File: src/min_tracking_stack_macros.svh
// Assertion helpers for the minimum tracking stack.
`ifndef MIN_TRACKING_STACK_MACROS_SVH
`define MIN_TRACKING_STACK_MACROS_SVH

// Same-cycle implication, held off while reset is asserted.
`define MTS_ASSERT_IMPL(label, clk, rst_n, ante, cons, msg) \
    label: assert property (@(posedge clk) disable iff (!(rst_n)) (ante) |-> (cons)) \
        else $error(msg);

// Next-cycle implication, held off while reset is asserted.
`define MTS_ASSERT_NEXT(label, clk, rst_n, ante, cons, msg) \
    label: assert property (@(posedge clk) disable iff (!(rst_n)) (ante) |=> (cons)) \
        else $error(msg);

`endif

File: src/mts_pkg.sv
`default_nettype none

package mts_pkg;

    localparam int STACK_DEPTH_DEF = 1024;
    localparam int DATA_W          = 32;
    localparam int COUNT_W         = 11;

    localparam logic ACT_PUSH = 1'b0;
    localparam logic ACT_POP  = 1'b1;

    typedef enum logic [1:0] {
        ST_OK    = 2'd0,
        ST_FULL  = 2'd1,
        ST_EMPTY = 2'd2
    } t_status;

    typedef enum logic [2:0] {
        S_IDLE,
        S_TOP,
        S_TOP_SCAN,
        S_SCAN,
        S_DONE
    } t_state;

    typedef enum logic [2:0] {
        OP_NONE,
        OP_PUSH,
        OP_FULL,
        OP_UNDER,
        OP_POP
    } t_op;

    // controller to datapath
    typedef struct packed {
        t_op  op;
        logic take_top;
        logic scan_start;
        logic scan_step;
        logic load_out;
    } t_cmd;

    // datapath to controller
    typedef struct packed {
        logic empty;
        logic full;
        logic sp_one;
        logic top_is_min;
        logic scan_last;
        logic out_free;
    } t_stat;

endpackage

`default_nettype wire

File: src/mts_ctrl.sv
`default_nettype none

module mts_ctrl (
    input  wire logic          i_clk,
    input  wire logic          i_rst_n,
    input  wire logic          i_in_valid,
    input  wire logic          i_action,
    input  wire mts_pkg::t_stat i_stat,
    output logic               o_in_stall,
    output mts_pkg::t_cmd      o_cmd
);

    mts_pkg::t_state r_state;
    mts_pkg::t_state n_state;

    always_ff @(posedge i_clk) begin
        if (!i_rst_n) begin
            r_state <= mts_pkg::S_IDLE;
        end else begin
            r_state <= n_state;
        end
    end

    always_comb begin
        n_state          = r_state;
        o_cmd            = '{op: mts_pkg::OP_NONE, default: 1'b0};
        o_in_stall       = 1'b1;
        unique case (r_state)
            mts_pkg::S_IDLE: begin
                o_in_stall = 1'b0;
                if (i_in_valid) begin
                    if (i_action == mts_pkg::ACT_POP) begin
                        if (i_stat.empty) begin
                            o_cmd.op = mts_pkg::OP_UNDER;
                            n_state  = mts_pkg::S_DONE;
                        end else begin
                            o_cmd.op = mts_pkg::OP_POP;
                            if (i_stat.sp_one) begin
                                n_state = mts_pkg::S_DONE;
                            end else if (i_stat.top_is_min) begin
                                n_state = mts_pkg::S_TOP_SCAN;
                            end else begin
                                n_state = mts_pkg::S_TOP;
                            end
                        end
                    end else begin
                        o_cmd.op = i_stat.full ? mts_pkg::OP_FULL : mts_pkg::OP_PUSH;
                        n_state  = mts_pkg::S_DONE;
                    end
                end
            end
            mts_pkg::S_TOP: begin
                o_cmd.take_top = 1'b1;
                n_state        = mts_pkg::S_DONE;
            end
            mts_pkg::S_TOP_SCAN: begin
                o_cmd.take_top   = 1'b1;
                o_cmd.scan_start = 1'b1;
                n_state          = mts_pkg::S_SCAN;
            end
            mts_pkg::S_SCAN: begin
                o_cmd.scan_step = 1'b1;
                if (i_stat.scan_last) begin
                    n_state = mts_pkg::S_DONE;
                end
            end
            mts_pkg::S_DONE: begin
                if (i_stat.out_free) begin
                    o_cmd.load_out = 1'b1;
                    n_state        = mts_pkg::S_IDLE;
                end
            end
            default: begin
                n_state = mts_pkg::S_IDLE;
            end
        endcase
    end

endmodule

`default_nettype wire

File: config.mk
export PLATFORM = sky130hd
export DESIGN_NAME = mts_ctrl
export DESIGN_NICKNAME = d
export VERILOG_FILES = /design/src/min_tracking_stack_macros.svh /design/src/mts_pkg.sv /design/src/mts_ctrl.sv
export SDC_FILE = /design/constraint.sdc
export NUM_CORES = 1
export LEC_CHECK = 0
export BUFFER_PORTS_ARGS = -buffer_cell sky130_fd_sc_hd__buf_2
export CORE_AREA = 2 2 39 41
export DETAILED_ROUTE_END_ITERATION = 16
export DIE_AREA = 0 0 41 43
export GPL_TIMING_DRIVEN = 0
export HOLD_SLACK_MARGIN = 0.08
export SLEW_MARGIN = 30
export SYNTH_ARGS = -nofsm -noshare
export SYNTH_HDL_FRONTEND = slang
export SYNTH_SLANG_ARGS = --single-unit
File: constraint.sdc
create_clock -name i_clk -period 1.65 [get_ports i_clk]
set_input_delay 0.33 -clock i_clk [delete_from_list [all_inputs] [get_ports i_clk]]
set_output_delay 0.33 -clock i_clk [all_outputs]
set_load 0.05 [all_outputs]
======== After elaboration in Yosys (flattened, before gate mapping) ========
Index checks and enable logic that the tools add are counted.
word-level totals
  flip-flop bits (word level) ............. 3
  input port bits ......................... 10
  output and inout port bits .............. 8
  word-level logic and storage cells ...... 30
cells by class
  equal/unequal tests ..................... 7
  multiplexer cells ....................... 19
  reductions and logical operators ........ 3
operators by type and width
  cell                                            count
  2-to-1 mux 3 bit                                10
  case mux 3 bit (5 select lines)                 1
  == test 3 x 2 -> 1 bit (second input constant)  2
  2-to-1 mux 1 bit                                6
  != test 2 bit (second input constant)           3
  2-to-1 mux 2 bit                                2
  == test 3 x 1 -> 1 bit (second input constant)  1
  == test 3 bit (second input constant)           1
  logical NOT 3 bit                               1
  AND reduction 3 bit                             1
  OR reduction 2 bit                              1

======== Longest topological paths before layout ========
  depth in word-level cells ............... 6
  mapped depth ............................ 4
  gate-level depth less buffers ........... 3

======== Worst setup path before layout ========
No wires, ideal clock.
  kind .................................... register to output
  start ................................... register r_state[2]
  end ..................................... output o_cmd[0] (netlist bit)
  arrival time ............................ 1511 ps
  required time ........................... 1320 ps
  path slack .............................. -191 ps
  cell stages (with the launch flop) ...... 4
  path through ............................ dfxtp_1 -> buf_6 -> nand2_1 -> nor3_1
RTL lines
  element                 RTL line        source
  start, declared         mts_ctrl.sv:13  mts_pkg::t_state r_state;
  start signal, assigned  mts_ctrl.sv:18  r_state <= mts_pkg::S_IDLE;
  start signal, assigned  mts_ctrl.sv:20  r_state <= n_state;
  end, declared           mts_ctrl.sv:10  output mts_pkg::t_cmd o_cmd

==> summary by stage <==
Clocking
The root buffer cell chosen for the clock tree is clkbuf_4. In this run the number of H-tree levels came out at 1. The maximum number of buffers from clock root to sink is 2. TritonCTS created 3 clock buffers.

TritonCTS built the clock tree. The source-to-sink clock delay at the later pin of the worst-skew pair is 0.24 ns. The total number of clock tree sinks is 3. The clock transition at the register clock pins on the worst setup and hold paths after CTS is 0.04 ns.

Drt
The first detailed-routing pass took 4 iterations. In the final routed layout, each cell accounts on average for ~9.8 um. After detailed routing, the number of remaining DRC violations is 0.

The total wirelength of the detailed-routed design is 742 um. The detail-routed via count per cell is about 4.5. The iteration-0 DRC count of the detailed router is 2.

The final route contains 340 vias. The post-route antenna net violation count is 0.

Power
The worst-case IR drop observed on VDD is 0.000212 V. The power per cell area is 702 nW/um^2. The power after layout is 0.000332 W. The total leakage power is about 0.22 nW.

STA
Dividing the final minimum period by the clock period gives 0.973. The final critical-path required period is 1.60 ns. Setup violations remaining at the end of the flow were counted as 0. The setup total negative slack is 0 ns. The total count of hold-check failures in the final report is 0. The worst path meets setup with between 0.04 and 0.05 ns of slack. Setup repair after global routing could not meet its margin everywhere. The relative max-transition margin is 0.770. Timing would allow up to 0.623 GHz. Clock skew on the completed layout was measured at roughly 0.0054 ns. At the pin with the least slew margin, the transition time is 0.344 ns. The count of pins over their slew limit was 0.

Logic synthesis
The count of warnings emitted by yosys is 0. Yosys attributes the largest share of cell area to dfxtp_1, buf_6, a21oi_1. Summing every instance area after synthesis gives 298 um^2. dfxtp_1 takes more of the synthesized area than any other cell.

The number of register bits inferred by synthesis is 3. The share of the Yosys chip area taken by registers is 0.202. Synthesis produced a netlist with a net count of 48. The number of distinct standard cells referenced by the synthesized netlist is 23. Synthesis produced 38 cells. Each instance of the synthesized netlist takes up on average about 7.8 um^2. The area share of the largest cell type after synthesis is 0.202.

Setup path
For this design, the slowest cell found on the critical path is dfxtp_1. The capturing element type of the critical path is an output pin. The kind of cell with the highest combined delay along the critical path is simple AND/OR/NAND/NOR gates. The setup slack of the most critical reg-to-reg path is approximately 0.5 ns. The data arrival at the endpoint of the critical path is 1.27 ns.

The largest driver fanout on the critical path is 9. The number of buffers and inverters on the critical path is 2. The data required time at the worst endpoint is around 1.3 ns. The start of the worst register-to-register path is r_state[1]. Traced cell by cell, the critical path runs through buf_6, nor3_4, nand2_2, nor2_1, buf_4.

The reg-to-reg critical path endpoint is r_state[2]. The number of cells on the worst reg-to-reg path is 4. For this run, the slowest stage of the critical path takes about 0.30 ns. STA classifies the critical path startpoint as a flop. The critical path is of the flop to output pin type.

Layout
The repair_antennas step left the layout with diodes totalling 0. Ranked by flip-flop count, first place goes to r_state. Leaving out filler cells and counting taps, the final layout contains 76.

The area used by multi-input combinational logic is ~210 um^2. Of the cells placed in the final design, the portion with a size suffix greater than 1 is 0.550. Leaving out fill and tap cells, the most frequent cell in the layout is buf_2.

The layout has 150 filler cells. The final-stage net count is 71. The flip-flop count of the largest register, all copies and words added is 3.

The sequential cell area is 60.1 um^2. In the layout the commonest cells are buf_2, buf_6, a21oi_1, clkbuf_4. The largest registers in the layout are r_state: 3 flops. The area overhead of the layout relative to synthesis is 58.8%.

Min path
The worst hold path begins at i_rst_n. The endpoint of the worst hold-timing path is r_state[2]. Counting instances, the worst hold path has a depth of 3.

The worst hold path belongs to the class input port to flop.

Placement
During placement, the flow inserted port buffers numbering 17. Routability-driven placement finished with a final weighted congestion of about 0.72. Once placement completed, the tool counted placed cells totaling 71. The worst setup timing slack at the placement stage is 0.0303 ns.

The placed wire-length estimate is 505 um.

Flow run
The count of maximum capacitance violations is 0.

Outcome
The flow ran to the end, and the final reports show no timing, DRC or antenna violations.

Die
The width of the die is 41 um. The core region is approximately 1400 um^2. The initial standard-cell utilization of the core is 0.215. Row generation in the floorplan step produced 14 rows.

The area enclosed by the die boundary is about 1800 um^2. The top-level port count is 18. The vertical extent of the die is 43 um.

GRT
The number of global-route vias before repair came to 301. For met1 alone, demand over resource in global routing was 0.116. In this run the most used layer during global routing was met2. The global-route congestion overflow total is 0. The number of antenna violations at the first check in global routing was 0. For met2 alone, demand over resource in global routing was 0.144. The global-route wire length before repair is around 1.2 mm. The maximum number of pins on one net before global-route repair is 11.

For met3 alone, demand over resource in global routing was 0.0314. In the global route stage, overall resource usage came out at 0.106.
## worst min-delay path, stage by stage
cell and delay (ns):
buf_2 0.11, o221ai_2 0.06, a21oi_2 0.03
## cell families (layout without fill, tap and decap cells)
group | count (synthesis) | in the layout | synth area share
AOI/OAI and AO/OA | 7 | 7 | 0.164
and+or+nand+nor | 22 | 22 | 0.466
xor gates and xnor gates | 1 | 1 | 0.0294
buffers and inverters | 5 | 27 | 0.139
DFF | 3 | 3 | 0.202
## where the power goes
part,switching (W),internal [W],total (W)
logic,0.0000739,0.0000500,0.000124
registers,0.00000114,0.0000759,0.0000770
clock network,0.0000402,0.0000908,0.000131
## metal layers
layer | part of all wire | up-vias
met1 | 0.41 | 148
met3 | 0.080 | 0
met2 | 0.51 | 16
li1 | - | 176
met4 | 0 | 0
met5 | 0 | -
## timing repair
item / 4_1_cts / 5_1_grt
setup endpoints to repair: 3 / 5
resized for setup: 4 / 7
pin swaps: 2 / 1
hold buffers: 0 / 0
buffers inserted: 1 / 0
## cell type report
cell class,instances,area share
Tap cell,16,0.0423
Timing Repair Buffer,18,0.238
Sequential cell,3,0.127
Clock buffer,4,0.0556
Inverter,2,0.0159
Buffer,3,0.0714
Multi-Input combinational cell,30,0.450
## cells in the mapped netlist
cell type and n:
buf_6 3, nor3b_1 1, nor2_1 3, o221ai_2 1, or3_1 1, xnor2_1 1
a21oi_2 1, o21ai_0 1, nand2_1 3, nand3b_1 1, and3_2 1, dfxtp_1 3
a21oi_1 4, or3_4 1, nor2b_1 2, nor3_1 1, nand3_1 2, inv_1 2
or2b_1 1, nand2b_1 1, nor4b_1 1, nor3_2 2, and3_1 1
## worst max path at each step
| stage | to | cells past startpoint | from |
|---|---|---|---|
| 2_1_floorplan | o_cmd[4] | 4 | r_state[2] |
| 3_3_place_gp | o_cmd[4] | 5 | r_state[2] |
| 3_5_place_dp | o_cmd[4] | 5 | r_state[2] |
| 4_1_cts | o_cmd[6] | 4 | r_state[0] |
| 5_1_grt | o_cmd[4] | 5 | r_state[2] |
| 6_report | o_cmd[5] | 5 | r_state[2] |
## through the flow
stage	hold WS, ns	utilization	instance area [um^2]
2_1_floorplan	0.453	-	305
3_3_place_gp	0.587	0.297	410
3_5_place_dp	0.585	0.297	410
4_1_cts	0.334	0.332	459
5_1_grt	0.333	0.342	473
6_report	0.345	0.342	473
(Power assumes the default switching activity.)
